--- src/rtl/core/mkpsc_pkg.sv ---
// Shared types and constants of the mixed-kernel polar SC decoder core.
package mkpsc_pkg;

  localparam int POS_W     = 13;
  localparam int CH_W      = 16;
  localparam int OUT_W     = 16;
  localparam int CMD_W     = 2;
  localparam int LEN_W     = 20;
  localparam int DG_SLOTS  = 12;
  localparam int NS_W      = 4;
  localparam int KT_W      = 16;

  localparam logic [CMD_W-1:0] CMD_LOAD = 2'd0;
  localparam logic [CMD_W-1:0] CMD_CALC = 2'd1;
  localparam logic [CMD_W-1:0] CMD_SET  = 2'd2;
  localparam logic [CMD_W-1:0] CMD_NONE = 2'd3;

  localparam logic [1:0] KER_23  = 2'd0;
  localparam logic [1:0] KER_753 = 2'd1;
  localparam logic [1:0] KER_427 = 2'd2;
  localparam logic [1:0] KER_657 = 2'd3;

  localparam logic CFG_NUM_STAGES   = 1'b0;
  localparam logic CFG_KERNEL_TYPES = 1'b1;

  typedef struct packed {
    logic [NS_W-1:0]                  act_n;
    logic [DG_SLOTS-1:0][1:0]         kind;
    logic [DG_SLOTS-1:0][LEN_W-1:0]   w;
    logic [LEN_W-1:0]                 len;
    logic                             len_ok;
  } cfg_t;

  typedef struct packed {
    logic [CMD_W-1:0]         cmd;
    logic [POS_W-1:0]         pos;
    logic signed [CH_W-1:0]   llr;
    logic                     dec;
    logic [DG_SLOTS-1:0][1:0] dg;
  } item_t;

  typedef enum logic [2:0] {
    FS_IDLE = 3'b001,
    FS_DIG  = 3'b010,
    FS_PUSH = 3'b100
  } front_state_t;

  typedef enum logic [12:0] {
    B_IDLE  = 13'b0000000000001,
    B_LOAD  = 13'b0000000000010,
    B_SETD  = 13'b0000000000100,
    B_CDESC = 13'b0000000001000,
    B_RD    = 13'b0000000010000,
    B_CAP   = 13'b0000000100000,
    B_CALC  = 13'b0000001000000,
    B_RET   = 13'b0000010000000,
    B_NEXT  = 13'b0000100000000,
    B_HDESC = 13'b0001000000000,
    B_HWR   = 13'b0010000000000,
    B_ORD   = 13'b0100000000000,
    B_OWAIT = 13'b1000000000000
  } back_state_t;

endpackage

--- src/rtl/core/mkpsc_queue.sv ---
// Two-entry command queue between front and back end.
module mkpsc_queue (
  input  logic             clk,
  input  logic             rst,
  input  logic             push,
  input  mkpsc_pkg::item_t push_item,
  input  logic             pop,
  output mkpsc_pkg::item_t head,
  output logic             empty,
  output logic             full
);

  mkpsc_pkg::item_t entries [2];
  logic             wr_ptr;
  logic             rd_ptr;
  logic [1:0]       count;

  assign empty = (count == 2'd0);
  assign full  = (count == 2'd2);
  assign head  = entries[rd_ptr];

  always_ff @(posedge clk) begin
    if (rst) begin
      wr_ptr <= 1'b0;
      rd_ptr <= 1'b0;
      count  <= 2'd0;
    end else begin
      if (push) wr_ptr <= ~wr_ptr;
      if (pop) rd_ptr <= ~rd_ptr;
      if (push && !pop) count <= count + 2'd1;
      else if (pop && !push) count <= count - 2'd1;
    end
  end

  always_ff @(posedge clk) begin
    if (push) entries[wr_ptr] <= push_item;
  end

endmodule

--- config.mk ---
export PLATFORM = sky130hd
export DESIGN_NAME = mkpsc_queue
export DESIGN_NICKNAME = d
export VERILOG_FILES = /design/src/rtl/core/mkpsc_pkg.sv /design/src/rtl/core/mkpsc_queue.sv
export SDC_FILE = /design/constraint.sdc
export NUM_CORES = 1
export LEC_CHECK = 0
export BUFFER_PORTS_ARGS = -buffer_cell sky130_fd_sc_hd__buf_2
export CAP_MARGIN = 20
export CELL_PAD_IN_SITES_DETAIL_PLACEMENT = 2
export CELL_PAD_IN_SITES_GLOBAL_PLACEMENT = 2
export CORE_AREA = 2 2 107 109
export DETAILED_ROUTE_END_ITERATION = 8
export DIE_AREA = 0 0 109 111
export GPL_TIMING_DRIVEN = 0
export PLACE_DENSITY_LB_ADDON = 0.1
export RECOVER_POWER = 100
export SETUP_SLACK_MARGIN = 0.1
export SYNTH_ARGS = -nofsm -noshare
export SYNTH_HDL_FRONTEND = slang
export SYNTH_SLANG_ARGS = --single-unit
export TNS_END_PERCENT = 1
--- constraint.sdc ---
create_clock -name clk -period 6.8 [get_ports clk]
set_input_delay 0.34 -clock clk [delete_from_list [all_inputs] [get_ports clk]]
set_output_delay 0.34 -clock clk [all_outputs]
set_load 0.02 [all_outputs]
==> flow_metrics.py <==
metrics = {
    "synthesis": {
        "syn_nets": 257,
        "ys_types": 17,
        "yosysWarnings": 0,
        "synth_cells": 196,
        "ys_ff_latch": 117,
        "synth_area_per_cell_um2": 21.7,
        "netlist_area_um2": 4260,
        "ys_seq_area_frac": 0.813,
    },
    "pwr": {
        "power_density_nw_per_um2": 332,
        "peakVddDrop_v": 0.000143,
        "cellLeakagePower_nw": 1.85,
    },
    "route": {
        "vias": 2273,
        "drt-initial-drc-count": 69,
        "postRouteAntennaNets": 0,
        "dr.pass1.iters": 4,
        "drc": 0,
        "routed_wirelength_um": 9010,
        "wire_per_inst_um": 18.5,
        "via_per_inst": 4.66,
    },
    "run_status": {
        "status": "complete, but fails checks",
        "violations": "max-capacitance violations, max-slew violations",
    },
    "setup_path": {
        "slowest_delay_ns": 2.77,
        "critical_path_depth": 1,
        "crit_path_max_fanout": 56,
        "ff2ff_setup_slack_ns": 3.14,
        "cp-end-kind": "flop",
        "crit_start": "wr_ptr",
        "worstReg2RegEnd": "entries[1][21]",
        "critPathTopFamily": "simple AND/OR/NAND/NOR gates",
        "cp-start-kind": "flop",
        "rr_worst_depth": 1,
        "path_buf_inv": 0,
        "endpoint": "entries[1][21]",
        "criticalPathCategory": "flop to flop",
        "cp_data_required_time_ns": 6.72,
        "crit_path_cell_trace": "and2_0",
        "arrival_ns": 3.57,
        "r2r_start": "wr_ptr",
        "cpMaxStageDelayCell": "and2_0",
    },
    "finish": {
        "post-route-util": 0.485,
        "finalInstanceArea_um2": 5380,
        "syn2layout_area_growth_pct": 26.3,
        "layout.nets": 395,
        "layout_commonest_cell": "edfxtp_1",
        "final_cell_mix": "edfxtp_1, clkbuf_1, mux2_2, buf_2, clkbuf_16",
        "diodes": 0,
        "drive_gt1_frac": 0.339,
    },
    "sta": {
        "slew_viol_final": 85,
        "period_share": 0.538,
        "finalSetupViolCount": 0,
        "period_minus_slack_ns": 3.66,
        "max_freq_ghz": 0.274,
        "rsz0062_at_grt": "no",
        "hold_violations": 0,
        "finalWorstSetupSlack_ns": 3.14,
        "finalSetupTns_ns": 0,
        "fin_skew_ns": 0.00695,
        "tightest_slew_ns": 3.85,
        "slew_headroom": -1.57,
    },
    "placed_design": {
        "post-place-ws_ns": 5.19,
        "dp_hpwl_um": 6200,
        "dpl-instance-area_um2": 5070,
        "io_buffers": 117,
        "gp_congestion": 0.651,
    },
    "global_routing": {
        "grt_pass1_wl_um": 14000,
        "grt_pass1_vias": 2576,
        "grt_max_degree": 57,
        "antenna_found_initial": 0,
        "grt.overflow.total": 0,
        "grtUsageTotal": 0.163,
    },
    "clock_network": {
        "h-tree-depth": 4,
        "cts_resized": 0,
        "ctsRootBufferMaster": "clkbuf_16",
        "clockBufferDepth": 2,
        "hold_buffers": 0,
        "clkLatencyLatePin_ns": 0.41,
        "clock-sinks": 117,
        "cts_tree": "yes",
        "cts_setup_buffers": 0,
        "numCtsBuffers": 17,
        "clk_pin_slew_ns": 0.05,
    },
    "floorplanning": {
        "fp.dieH_um": 111,
        "ios": 118,
        "initial_core_util": 0.385,
        "core_um2": 11100,
        "die_width_um": 109,
        "die_area_um2": 12100,
        "num_rows": 39,
    },
    "run": {
        "maxCapViolCount": 2,
    },
    "min_path": {
        "min_path_type": "input port to flop",
    },
}
[cell usage after synthesis]
cell type    n  area share
edfxtp_1   112        0.79
o21ai_0      1      0.0012
buf_2        1      0.0012
and2b_2      1      0.0021
a21oi_1      1      0.0012
ha_1         1      0.0029
dfxtp_1      5       0.024
or3_1        1      0.0015
xor2_1       2      0.0041
nor2b_1      1      0.0015
and2_1       1      0.0015
buf_4        1      0.0018
inv_1        1     0.00088
nor2_1       5      0.0044
xnor2_1      2      0.0041
mux2_2      56        0.15
buf_6        4       0.011
[layer usage]
metal,vias up,track usage,part of all wire
met3,15,0.0729,0.074
li1,1045,-,-
met4,0,0.0821,0.019
met1,1134,0.174,0.37
met5,-,0,0
met2,79,0.268,0.53
[how the worst min path moves through the flow]
stage	start	end	depth (start not counted)
floorplan	rst	count[1]	1
global placement	count[1]	count[1]	2
detailed placement	push_item[21]	entries[0][21]	1
CTS	push_item[4]	entries[1][4]	1
global route	push_item[26]	entries[1][26]	1
finish	push_item[4]	entries[0][4]	1
[kinds of logic (layout without fill, tap and decap cells)]
family,Yosys count,count (layout),share of synthesized area
AND/OR/NAND/NOR,9,9,0.0109
AO/OA/AOI/OAI,2,2,0.00235
buffers and inverters,7,156,0.0144
multiplexers,56,56,0.148
adder cells (fa/ha/maj),1,1,0.00294
XOR/XNOR,4,4,0.00823
flip-flops,117,117,0.813
[registers in the layout (all words and copies together), names as in the netlist, named ones only]
register and count:
wr_ptr 1, count 2, entries 112, rd_ptr 1
[report_power, final]
part | total (W) | internal, W | switching (W)
Sequential | 0.000857 | 0.000845 | 0.0000120
Combinational | 0.000193 | 0.0000684 | 0.000125
Clock | 0.000738 | 0.000450 | 0.000287
[layout make-up]
cell class | instances | area (um^2)
clock buffers | 21 | 440
repair buffers | 119 | 494
inverters | 1 | 3.75
fillers | 1059 | 5700
flip-flops and latches | 117 | 3460
multi-input cells | 72 | 734
plain buffers | 6 | 22.5
well taps | 143 | 179
clock inverters | 9 | 40.0
[stage by stage]
| step | power (W) | hold WS, ns | std cells |
|---|---|---|---|
| after floorplan | 0.00100 | 0.409 | 196 |
| after detailed placement | 0.00109 | 0.532 | 458 |
| after global placement | 0.00108 | 0.492 | 456 |
| final | 0.00179 | 0.122 | 488 |
| after CTS | 0.00183 | 0.102 | 488 |
| after global routing | 0.00186 | 0.0976 | 488 |
Power figures use the tool's default switching activity.
