`src/rtl/core/mkpsc_pkg.sv`:
```
// Shared types and constants of the mixed-kernel polar SC decoder core.
package mkpsc_pkg;

  localparam int POS_W     = 13;
  localparam int CH_W      = 16;
  localparam int OUT_W     = 16;
  localparam int CMD_W     = 2;
  localparam int LEN_W     = 20;
  localparam int DG_SLOTS  = 12;
  localparam int NS_W      = 4;
  localparam int KT_W      = 16;

  localparam logic [CMD_W-1:0] CMD_LOAD = 2'd0;
  localparam logic [CMD_W-1:0] CMD_CALC = 2'd1;
  localparam logic [CMD_W-1:0] CMD_SET  = 2'd2;
  localparam logic [CMD_W-1:0] CMD_NONE = 2'd3;

  localparam logic [1:0] KER_23  = 2'd0;
  localparam logic [1:0] KER_753 = 2'd1;
  localparam logic [1:0] KER_427 = 2'd2;
  localparam logic [1:0] KER_657 = 2'd3;

  localparam logic CFG_NUM_STAGES   = 1'b0;
  localparam logic CFG_KERNEL_TYPES = 1'b1;

  typedef struct packed {
    logic [NS_W-1:0]                  act_n;
    logic [DG_SLOTS-1:0][1:0]         kind;
    logic [DG_SLOTS-1:0][LEN_W-1:0]   w;
    logic [LEN_W-1:0]                 len;
    logic                             len_ok;
  } cfg_t;

  typedef struct packed {
    logic [CMD_W-1:0]         cmd;
    logic [POS_W-1:0]         pos;
    logic signed [CH_W-1:0]   llr;
    logic                     dec;
    logic [DG_SLOTS-1:0][1:0] dg;
  } item_t;

  typedef enum logic [2:0] {
    FS_IDLE = 3'b001,
    FS_DIG  = 3'b010,
    FS_PUSH = 3'b100
  } front_state_t;

  typedef enum logic [12:0] {
    B_IDLE  = 13'b0000000000001,
    B_LOAD  = 13'b0000000000010,
    B_SETD  = 13'b0000000000100,
    B_CDESC = 13'b0000000001000,
    B_RD    = 13'b0000000010000,
    B_CAP   = 13'b0000000100000,
    B_CALC  = 13'b0000001000000,
    B_RET   = 13'b0000010000000,
    B_NEXT  = 13'b0000100000000,
    B_HDESC = 13'b0001000000000,
    B_HWR   = 13'b0010000000000,
    B_ORD   = 13'b0100000000000,
    B_OWAIT = 13'b1000000000000
  } back_state_t;

endpackage

```
`src/rtl/core/mkpsc_cfg.sv`:
```
// Configuration registers and derived stage weights and code length.
module mkpsc_cfg #(
  parameter int MAX_STAGES = 8,
  parameter int MAX_LENGTH = 8192
) (
  input  logic                       clk,
  input  logic                       rst,
  input  logic                       cfg_we,
  input  logic                       cfg_index,
  input  logic [mkpsc_pkg::KT_W-1:0] cfg_data,
  output mkpsc_pkg::cfg_t            cfg,
  output logic                       hold
);

  logic [mkpsc_pkg::NS_W-1:0]   num_stages;
  logic [mkpsc_pkg::KT_W-1:0]   kernel_types;
  logic [mkpsc_pkg::NS_W-1:0]   n;
  logic [2*mkpsc_pkg::DG_SLOTS-1:0] ktx;
  logic [mkpsc_pkg::LEN_W-1:0]  len;
  mkpsc_pkg::cfg_t              cfg_next;

  always_ff @(posedge clk) begin
    if (rst) begin
      num_stages   <= mkpsc_pkg::NS_W'(1);
      kernel_types <= '0;
    end else if (cfg_we) begin
      unique case (cfg_index)
        mkpsc_pkg::CFG_NUM_STAGES:   num_stages   <= cfg_data[mkpsc_pkg::NS_W-1:0];
        mkpsc_pkg::CFG_KERNEL_TYPES: kernel_types <= cfg_data;
        default: ;
      endcase
    end
  end

  always_comb begin
    n = num_stages;
    if (n == '0) n = mkpsc_pkg::NS_W'(1);
    if (n > mkpsc_pkg::NS_W'(MAX_STAGES)) n = mkpsc_pkg::NS_W'(MAX_STAGES);
    ktx = (2*mkpsc_pkg::DG_SLOTS)'(kernel_types);
    len = mkpsc_pkg::LEN_W'(1);
    cfg_next = '0;
    cfg_next.act_n = n;
    for (int s = 0; s < mkpsc_pkg::DG_SLOTS; s++) begin
      cfg_next.kind[s] = ktx[2*s +: 2];
      if (mkpsc_pkg::NS_W'(s) < n) begin
        cfg_next.w[s] = len;
        len = (ktx[2*s +: 2] == mkpsc_pkg::KER_23) ? (len << 1) : (len + (len << 1));
      end
    end
    cfg_next.len    = len;
    cfg_next.len_ok = (len <= mkpsc_pkg::LEN_W'(MAX_LENGTH));
  end

  always_ff @(posedge clk) begin
    cfg <= cfg_next;
  end

  always_ff @(posedge clk) begin
    hold <= rst | cfg_we;
  end

endmodule

```
`config.mk`:
```
export PLATFORM = sky130hd
export DESIGN_NAME = mkpsc_cfg
export DESIGN_NICKNAME = d
export VERILOG_FILES = /design/src/rtl/core/mkpsc_pkg.sv /design/src/rtl/core/mkpsc_cfg.sv
export SDC_FILE = /design/constraint.sdc
export NUM_CORES = 1
export LEC_CHECK = 0
export ABC_AREA = 1
export BUFFER_PORTS_ARGS = -buffer_cell sky130_fd_sc_hd__buf_2
export CAP_MARGIN = 25
export CORE_MARGIN = 3
export CORE_UTILIZATION = 40
export DETAILED_ROUTE_END_ITERATION = 8
export PLACE_DENSITY = 0.78
export SYNTH_ARGS = -nofsm -noshare
export SYNTH_HDL_FRONTEND = slang
export SYNTH_SLANG_ARGS = --single-unit
export TNS_END_PERCENT = 30
```
`constraint.sdc`:
```
create_clock -name clk -period 11.5 [get_ports clk]
set_input_delay 0.575 -clock clk [delete_from_list [all_inputs] [get_ports clk]]
set_output_delay 0.575 -clock clk [all_outputs]
set_load 0.02 [all_outputs]
```
==> summary.txt <==
Worst setup path
  • FF-to-FF path depth: 60
  • Slowest cell on the critical path: dfxtp_1
  • WP data required: 11870 ps
  • RR Startpoint: num_stages[3]
  • Critical Path Sink Type: flip-flop
  • CP Launch Type: flip-flop
  • CP max FO: 18
  • Worst setup path end: cfg[0]
  • Worst reg2reg setup slack: 2300 ps
  • Worst Setup SP: num_stages[3]
  • Reg-to-Reg End: cfg[0]
  • Max stage delay on crit path: 680 ps
  • Critical path's most frequent cell: nand2_1
  • Worst Path Arrival: 9560 ps
  • Kind of critical path: flip-flop to flip-flop

Power
  • Pleak: 5.56 nW
  • VDD IR-drop max: 0.0886 mV
  • PwrDens: 189 mW/mm^2

Synth
  • Most instantiated library cell after synthesis: dfxtp_1
  • Cell area after synthesis: 0.00864 sq mm
  • Post-synth cell types: 49
  • Number of flops mapped to enable cells by yosys: 0
  • Post-synth top cells: dfxtp_1 (189), nor2_1 (154), nand2_1 (131), buf_4 (121), inv_1 (106)
  • Synth top area cells: dfxtp_1 (44%), buf_4 (11%), nor2_1 (6.7%)
  • Post-synthesis mux area share: 0
  • Yosys top cell area share: 0.438
  • Syn Inst Count: 1033
  • Synth Area in Compound Gates: 0.0968
  • Post-Synth Adder-Cell Area: 0.0776
  • Yosys warnings: 0
  • Syn_area_per_cell: 8.37 sq um
  • Simple-gate area share of the yosys netlist: 0.205
  • Main combinational cell family by area after synthesis: simple AND/OR/NAND/NOR gates
  • Primary FF master, synth: dfxtp_1
  • Yosys reg bits: 189
  • Async set-or-reset flop fraction in the synthesized netlist: 0
  • Area leader, netlist: dfxtp_1
  • Post-synthesis sequential area ratio: 0.438
  • Post-Synth XOR/XNOR Area: 0.0182

Layout
  • Area occupied by multi-input gates: 0.00417 sq mm
  • Fin cells: 1589
  • ANT cells: 0
  • Post-layout nets: 1371
  • FILL cells: 2053
  • Register area: 0.00378 sq mm
  • Area delta synth->final: 19.3%
  • Proportion of layout cells with a drive suffix above 1: 0.223

Clock tree
  • H-tree depth: 4
  • Clock transition at path regs: 80 ps
  • Worst-Skew Late Latency: 430 ps
  • Postcts setup bufs: 0
  • # resized after CTS: 0
  • CTS tree: built
  • CTS buffer count: 17
  • Clock Tree Root: clkbuf_16
  • Sink Count: 189
  • Bufs on Longest Clock Path: 2
  • Hold buffers post-CTS: 0

Floorplan
  • Top-level I/O count: 310
  • Die Width: 153 microns
  • Core Area: 0.0212 sq mm
  • Die area: 0.0234 sq mm
  • # rows: 53
  • Starting Density: 0.409
  • Vert. Die Dim: 153 microns

Timing
  • F_max: 109 MHz
  • Final setup vio count: 0
  • RSZ-0062 raised after global routing: no
  • Clk_skew: 22.3 ps
  • Rel. slew slack: 0.542
  • Period Utilization, post-route: 0.800
  • Slew @ Worst Pin: 681 ps
  • Setup TNS: 0 ps
  • Tmin final: 9200 ps
  • Final hold vios: 0
  • Slew Viols, Final: 0

Global routing
  • All-Layer GR Usage: 0.164
  • Vias in the first global route: 6274
  • Grt total ovfl: 0
  • Largest net degree at the start of global routing: 27
  • First-pass GRT wire length: 31500 microns
  • Antenna violations before repair: 0

Drt
  • Wire per inst: 12.6 microns
  • Via count: 6967
  • Final WL: 20000 microns
  • Post-route antenna net violation count: 0
  • Drc violations: 0
  • Via/cell ratio: 4.38
  • DRT iter0 DRCs: 432
  • First-pass DRT Iterations: 5

Outcome
  • Status: finished clean

Place
  • Port Buffers: 188
  • Final HPWL DP: 15900 microns
  • GP Congestion: 0.924
  • Placed Cells: 1557

Job
  • Max-cap violations: 0

Min path
  • Hold Crit Class: input port to flip-flop
## placed cells by master (no fill, tap or decap), types with 6 or more instances in the layout
| cell | instances |
|---|---|
| nand2_2 | 18 |
| o221ai_1 | 6 |
| fa_1 | 6 |
| a22oi_1 | 6 |
| ha_1 | 44 |
| xor2_1 | 16 |
| nand3_1 | 33 |
| dfxtp_1 | 189 |
| nand3_2 | 11 |
| inv_1 | 106 |
| o21ai_0 | 37 |
| inv_2 | 13 |
| o22ai_1 | 7 |
| nor2_1 | 154 |
| conb_1 | 196 |
| nand2_4 | 7 |
| clkbuf_16 | 17 |
| nand2_1 | 131 |
| nor3_1 | 9 |
| o21ai_1 | 8 |
| a21oi_1 | 37 |
| buf_2 | 188 |
## logic make-up (layout without fill, tap and decap cells)
logic type / Yosys count / count (layout)
adder cells (fa/ha/maj): 50 / 50
AO/OA/AOI/OAI: 134 / 134
XOR/XNOR: 18 / 18
flip-flops: 189 / 189
other: 2 / 196
AND/OR/NAND/NOR: 383 / 383
buffers and inverters: 257 / 344
## final cells by class
cell class	instances	share of cell area
inverters	123	0.0448
multi-input cells	781	0.404
flip-flops and latches	189	0.367
clock inverters	14	0.0173
repair buffers	189	0.0919
well taps	275	0.0334
clock buffers	18	0.0416
## power breakdown
part           internal [mW]  total [mW]  switching (mW)  leakage, nW
Sequential             0.704       0.724          0.0194         1.57
Combinational          0.202       0.629           0.427         3.70
Clock                  0.313       0.593           0.281        0.288
## metal layers
layer  part of all wire  routed length [microns]  vias up  track usage
met5                  0                        0        -            0
met4              0.027                      533        0       0.0594
met3              0.086                     1710       32       0.0422
met2               0.47                     9410      330        0.283
met1               0.42                     8370     3093        0.197
li1                   -                        -     3512            -
## critical path, delay by kind of cell (launching register included)
kind | cells | cell delay [ps]
AND/OR/NAND/NOR | 30 | 3040
adder cells (fa/ha/maj) | 7 | 2590
AO/OA/AOI/OAI | 12 | 1600
flip-flops | 1 | 680
XOR/XNOR | 4 | 650
buffers and inverters | 7 | 550
## metrics by stage
stage | instance area, sq um | power (mW) | utilization | hold WS [ps] | setup slack (ps)
finish | 10300 | 1.95 | 0.488 | 345 | 2300
global route | 10300 | 2.07 | 0.488 | 348 | 1130
CTS | 10300 | 1.96 | 0.488 | 320 | 2380
detailed placement | 9710 | 1.36 | 0.459 | 358 | 2440
global placement | 9710 | 1.34 | 0.459 | 357 | 2680
floorplan | 9370 | 1.24 | - | 351 | 3680
## registers in the layout, indices dropped and copies added, names as in the netlist
register and flops:
cfg 168, hold 1, num_stages 4, kernel_types 16
## worst min path at each step
stage / start / end / cells after the start / slack [ps]
6_report: cfg_we / hold / 3 / 340
5_1_grt: cfg_we / hold / 3 / 350
4_1_cts: cfg_we / hold / 3 / 320
3_5_place_dp: kernel_types[0] / cfg[261] / 0 / 360
3_3_place_gp: kernel_types[0] / cfg[261] / 0 / 360
2_1_floorplan: kernel_types[1] / cfg[262] / 0 / 350
No activity file was read; power rests on OpenSTA's default activity.
