### src/rtl/core/mkpsc_pkg.sv
// Shared types and constants of the mixed-kernel polar SC decoder core.
package mkpsc_pkg;

  localparam int POS_W     = 13;
  localparam int CH_W      = 16;
  localparam int OUT_W     = 16;
  localparam int CMD_W     = 2;
  localparam int LEN_W     = 20;
  localparam int DG_SLOTS  = 12;
  localparam int NS_W      = 4;
  localparam int KT_W      = 16;

  localparam logic [CMD_W-1:0] CMD_LOAD = 2'd0;
  localparam logic [CMD_W-1:0] CMD_CALC = 2'd1;
  localparam logic [CMD_W-1:0] CMD_SET  = 2'd2;
  localparam logic [CMD_W-1:0] CMD_NONE = 2'd3;

  localparam logic [1:0] KER_23  = 2'd0;
  localparam logic [1:0] KER_753 = 2'd1;
  localparam logic [1:0] KER_427 = 2'd2;
  localparam logic [1:0] KER_657 = 2'd3;

  localparam logic CFG_NUM_STAGES   = 1'b0;
  localparam logic CFG_KERNEL_TYPES = 1'b1;

  typedef struct packed {
    logic [NS_W-1:0]                  act_n;
    logic [DG_SLOTS-1:0][1:0]         kind;
    logic [DG_SLOTS-1:0][LEN_W-1:0]   w;
    logic [LEN_W-1:0]                 len;
    logic                             len_ok;
  } cfg_t;

  typedef struct packed {
    logic [CMD_W-1:0]         cmd;
    logic [POS_W-1:0]         pos;
    logic signed [CH_W-1:0]   llr;
    logic                     dec;
    logic [DG_SLOTS-1:0][1:0] dg;
  } item_t;

  typedef enum logic [2:0] {
    FS_IDLE = 3'b001,
    FS_DIG  = 3'b010,
    FS_PUSH = 3'b100
  } front_state_t;

  typedef enum logic [12:0] {
    B_IDLE  = 13'b0000000000001,
    B_LOAD  = 13'b0000000000010,
    B_SETD  = 13'b0000000000100,
    B_CDESC = 13'b0000000001000,
    B_RD    = 13'b0000000010000,
    B_CAP   = 13'b0000000100000,
    B_CALC  = 13'b0000001000000,
    B_RET   = 13'b0000010000000,
    B_NEXT  = 13'b0000100000000,
    B_HDESC = 13'b0001000000000,
    B_HWR   = 13'b0010000000000,
    B_ORD   = 13'b0100000000000,
    B_OWAIT = 13'b1000000000000
  } back_state_t;

endpackage

### src/rtl/core/mkpsc_front.sv
// Front end: takes commands, drops invalid ones, splits positions into digits.
module mkpsc_front (
  input  logic                  clk,
  input  logic                  rst,
  input  logic                  s_tvalid,
  output logic                  s_tready,
  input  logic [31:0]           s_tdata,
  input  mkpsc_pkg::cfg_t       cfg,
  input  logic                  hold,
  input  logic                  q_full,
  output logic                  q_push,
  output mkpsc_pkg::item_t      q_item
);

  mkpsc_pkg::front_state_t    state;
  mkpsc_pkg::item_t           item;
  logic [mkpsc_pkg::POS_W-1:0] p;
  logic [mkpsc_pkg::NS_W-1:0]  s;
  logic [28:0]                 prod;
  logic [mkpsc_pkg::POS_W-1:0] q3;
  logic [mkpsc_pkg::POS_W-1:0] rem;
  logic [mkpsc_pkg::POS_W-1:0] p_next;
  logic [1:0]                  digit;
  logic [mkpsc_pkg::CMD_W-1:0] in_cmd;
  logic [mkpsc_pkg::POS_W-1:0] in_pos;

  assign in_cmd   = s_tdata[1:0];
  assign in_pos   = s_tdata[14:2];
  assign s_tready = (state == mkpsc_pkg::FS_IDLE) && !hold;
  assign q_push   = (state == mkpsc_pkg::FS_PUSH) && !q_full;
  assign q_item   = item;

  always_comb begin
    prod = 29'(p) * 29'(21846);
    q3   = prod[28:16];
    rem  = p - (q3 + (q3 << 1));
    if (cfg.kind[s] == mkpsc_pkg::KER_23) begin
      digit  = {1'b0, p[0]};
      p_next = p >> 1;
    end else begin
      digit  = rem[1:0];
      p_next = q3;
    end
  end

  always_ff @(posedge clk) begin
    if (rst) begin
      state <= mkpsc_pkg::FS_IDLE;
    end else begin
      unique case (state)
        mkpsc_pkg::FS_IDLE: begin
          if (s_tvalid && s_tready) begin
            if (in_cmd != mkpsc_pkg::CMD_NONE && cfg.len_ok &&
                mkpsc_pkg::LEN_W'(in_pos) < cfg.len) begin
              state <= mkpsc_pkg::FS_DIG;
            end
          end
        end
        mkpsc_pkg::FS_DIG: begin
          if (s + mkpsc_pkg::NS_W'(1) == cfg.act_n) state <= mkpsc_pkg::FS_PUSH;
        end
        mkpsc_pkg::FS_PUSH: begin
          if (!q_full) state <= mkpsc_pkg::FS_IDLE;
        end
        default: state <= mkpsc_pkg::FS_IDLE;
      endcase
    end
  end

  always_ff @(posedge clk) begin
    if (state == mkpsc_pkg::FS_IDLE) begin
      item.cmd <= in_cmd;
      item.pos <= in_pos;
      item.llr <= s_tdata[30:15];
      item.dec <= s_tdata[31];
      item.dg  <= '0;
      p        <= in_pos;
      s        <= '0;
    end else if (state == mkpsc_pkg::FS_DIG) begin
      item.dg[s] <= digit;
      p          <= p_next;
      s          <= s + mkpsc_pkg::NS_W'(1);
    end
  end

endmodule

### config.mk
export PLATFORM = sky130hd
export DESIGN_NAME = mkpsc_front
export DESIGN_NICKNAME = d
export VERILOG_FILES = /design/src/rtl/core/mkpsc_pkg.sv /design/src/rtl/core/mkpsc_front.sv
export SDC_FILE = /design/constraint.sdc
export NUM_CORES = 1
export LEC_CHECK = 0
export BUFFER_PORTS_ARGS = -buffer_cell sky130_fd_sc_hd__buf_2
export CORE_AREA = 2 2 151 153
export CTS_CLUSTER_DIAMETER = 150
export DETAILED_ROUTE_END_ITERATION = 8
export DIE_AREA = 0 0 153 155
export PLACE_DENSITY_LB_ADDON = 0.2
export SLEW_MARGIN = 20
export SYNTH_ARGS = -nofsm -noshare
export SYNTH_HDL_FRONTEND = slang
export SYNTH_SLANG_ARGS = --single-unit
### constraint.sdc
create_clock -name clk -period 7.3 [get_ports clk]
set_input_delay 0.365 -clock clk [delete_from_list [all_inputs] [get_ports clk]]
set_output_delay 0.365 -clock clk [all_outputs]
set_load 0.01 [all_outputs]
==> flow_metrics.env <==
export IMPL_final_cell_mix="sky130_fd_sc_hd__buf_2, sky130_fd_sc_hd__inv_1, sky130_fd_sc_hd__ha_1"
export IMPL_maxClockFrequency_mhz=152.0
export IMPL_syn_inst=646
export IMPL_totalNegativeSetupSlack_ps=0
export IMPL_critical_path_buffer_and_inverter_count=4
export IMPL_critical_path_slowest_cell="sky130_fd_sc_hd__fa_1"
export IMPL_fin_crit_sh=0.9014
export IMPL_htree_num_levels=3
export IMPL_syn_area_per_cell_um2=9.810
export IMPL_crit_family="adder cells"
export IMPL_critPathCaptureType="register"
export IMPL_finalCriticalPeriod_ps=6580
export IMPL_yosysWarningCount=0
export IMPL_most_common_cell_after_layout_fill_and_taps_aside="sky130_fd_sc_hd__buf_2"
export IMPL_crit_path_start_kind="register"
export IMPL_finish_utilization=0.3429
export IMPL_grt_setup_unrepaired="false"
export IMPL_clk_root_buffer_cell="sky130_fd_sc_hd__clkbuf_16"
export IMPL_slew_headroom=0.3035
export IMPL_grt_max_degree=57
export IMPL_grt_antenna_before_repair=0
export IMPL_via_count_of_the_first_global_routing_pass=5046
export IMPL_outcome="finished clean"
export IMPL_routed_via_count=4840
export IMPL_setup_reg_to_reg_worst_slack_ps=720
export IMPL_dominantRegCellSynth="sky130_fd_sc_hd__edfxtp_1"
export IMPL_global_route_overflow_total=0
export IMPL_clkTransAtPathRegs_ps=70
export IMPL_drv_slew=0
export IMPL_wl_per_cell_um=13.70
export IMPL_cts_buffer_depth=2
export IMPL_hold_viol=0
export IMPL_worst_margin_slew_ps=1042
export IMPL_route_antenna_remaining_nets=0
export IMPL_num_antenna_cells=0
export IMPL_ys_ff_latch=76
export IMPL_netlist_area_um2=6337
export IMPL_fp_coreArea_um2=22230
export IMPL_globalRouteTotalUtil=0.1291
export IMPL_port_buffer_count=143
export IMPL_detailedRoute_firstIterationViolations=190
export IMPL_post_cts_buffers=0
export IMPL_gp_congestion=0.7408
export IMPL_ys_seq_area_frac=0.3112
export IMPL_path_cells="ha_1, inv_1, fa_1, fa_1, fa_1, fa_1, inv_1, ha_1, a21o_1, nor4_1, o221ai_1, nand2_1, xnor2_1, ha_1, inv_1, ha_1, nor2_1, xor2_1, and3_1, o21ai_0, o311ai_0, nor4_2, buf_4, o31ai_1"
export IMPL_min_path_type="in -> reg"
export IMPL_report_final_setup_viol=0
export IMPL_layout_drive_gt1_share=0.2174
export IMPL_worst_skew_pair_late_latency_ps=340
export IMPL_die_width_um=153
export IMPL_cp_max_fo=12
export IMPL_setup_worst_path_start="p[7]"
export IMPL_grt_pass1_wl_mm=24.98
export IMPL_cts_tree="built"
export IMPL_die_area_um2=23720
export IMPL_die_height_um=155
export IMPL_worst_path_largest_cell_delay_ps=540
export IMPL_finish_net_count=1250
export IMPL_finalHoldWorstSlack_ps=192.7
export IMPL_post_cts_resized_instances=0
export IMPL_routed_vias_inst=4.498
export IMPL_hold_path_startpoint="s_tdata[26]"
export IMPL_final_fill_count=2343
export IMPL_skew_ps=7.855
export IMPL_ys_async_sr_fraction=0
export IMPL_syn_num_nets=1110
export IMPL_synth_enable_flop_cells=45
export IMPL_rr_startpoint="p[7]"
export IMPL_cts_inserted_buffers=9
export IMPL_detailed_place_hpwl_mm=12.10
export IMPL_clock_sinks=76
export IMPL_postRouteWirelength_mm=14.74
export IMPL_worstPathRequired_ps=7520
export IMPL_drtPass1Iterations=4
export IMPL_initial_utilization=0.2851
export IMPL_max_cap_violations=0
export IMPL_crit_arrival_ps=6800
export IMPL_netlist_cell_type_count=57
export IMPL_syn_to_final_growth_pct=20.28
export IMPL_pin_count=384
export IMPL_cts_hold_buffers=0
export IMPL_route_detailed_drc=0
export IMPL_critPathKind="reg -> reg"
export IMPL_num_rows=55
==> per-stage QoR <==
stage,instance area [um2],worst slack [ps],std cells
2_1_floorplan,6337,1364,646
3_3_place_gp,7340,720.2,1060
3_5_place_dp,7340,681.7,1060
4_1_cts,7622,646.4,1076
5_1_grt,7622,109.5,1076
6_report,7622,719.6,1076
==> state kept, by name, indices dropped and copies added (netlist names) <==
register  count
state         3
q_item       56
p            13
s             4
==> cell type report <==
| class | instances | area [um2] | area share |
|---|---|---|---|
| multi-input combinational | 430 | 3811 | 0.5000 |
| clock inverter | 7 | 57.56 | 0.007551 |
| timing repair buffer | 146 | 738.2 | 0.09685 |
| sequential | 76 | 1972 | 0.2587 |
| inverter | 123 | 461.7 | 0.06057 |
| tap | 285 | 356.6 | 0.04678 |
| clock buffer | 9 | 225.2 | 0.02955 |
==> layer usage <==
layer | up-vias | routed length, um | track usage
met5 | - | 0 | 0
met4 | 0 | 312 | 0.04674
met2 | 108 | 6895 | 0.2187
li1 | 2486 | - | -
met3 | 19 | 555 | 0.01532
met1 | 2227 | 6981 | 0.1707
==> synthesized netlist by cell type (2+ instances only) <==
cell                         n  area (um2)
sky130_fd_sc_hd__nand2b_1    4       25.02
sky130_fd_sc_hd__nand2_1    49       183.9
sky130_fd_sc_hd__and2_1      2       12.51
sky130_fd_sc_hd__nor4_1      3       18.77
sky130_fd_sc_hd__clkbuf_1    8       30.03
sky130_fd_sc_hd__buf_4       2       15.01
sky130_fd_sc_hd__or3_1       2       12.51
sky130_fd_sc_hd__edfxtp_1   45        1351
sky130_fd_sc_hd__a211oi_1    7       52.55
sky130_fd_sc_hd__nor2_1     25       93.84
sky130_fd_sc_hd__nand4_1     3       18.77
sky130_fd_sc_hd__o211ai_1    4       30.03
sky130_fd_sc_hd__fa_1       46       920.9
sky130_fd_sc_hd__nor2b_1     3       18.77
sky130_fd_sc_hd__or4_1       2       15.01
sky130_fd_sc_hd__dfxtp_1    31       620.6
sky130_fd_sc_hd__or3b_2      2       17.52
sky130_fd_sc_hd__nor3_1     15       75.07
sky130_fd_sc_hd__buf_6       2       22.52
sky130_fd_sc_hd__xnor2_1     9       78.83
sky130_fd_sc_hd__a31oi_1     5       31.28
sky130_fd_sc_hd__and3_1      3       18.77
sky130_fd_sc_hd__mux2i_1     6       60.06
sky130_fd_sc_hd__a21o_1      6       45.04
sky130_fd_sc_hd__ha_1       92        1151
sky130_fd_sc_hd__a21oi_1    35       175.2
sky130_fd_sc_hd__buf_2       5       25.02
sky130_fd_sc_hd__nor3b_1     2       15.01
sky130_fd_sc_hd__inv_1     122       457.9
sky130_fd_sc_hd__o21ai_0    21       105.1
sky130_fd_sc_hd__nand3_1    31       155.2
sky130_fd_sc_hd__xor2_1     12       105.1
sky130_fd_sc_hd__o31ai_1    13       97.59
sky130_fd_sc_hd__nand3b_1    3       22.52
sky130_fd_sc_hd__o21a_1      4       30.03
==> worst paths after layout <==
path                      to  depth (start not counted)
setup / recovery   q_item[1]                         24
hold / removal    q_item[36]                          1
setup reg to reg   q_item[1]                         24
hold reg to reg    q_item[8]                          2
==> cells by family (layout without fill, tap and decap cells) <==
kind of cell | after synthesis | after routing | share of synthesized area
flops | 76 | 76 | 0.3112
fa+ha+maj | 138 | 138 | 0.3269
mux | 7 | 7 | 0.01303
simple gates | 154 | 154 | 0.1192
buf+inv | 140 | 285 | 0.08746
compound gates | 110 | 110 | 0.1131
xor+xnor | 21 | 21 | 0.02902
Power is not shown: default switching activity piles up to over one toggle a cycle in this logic, so the estimate is an artifact.
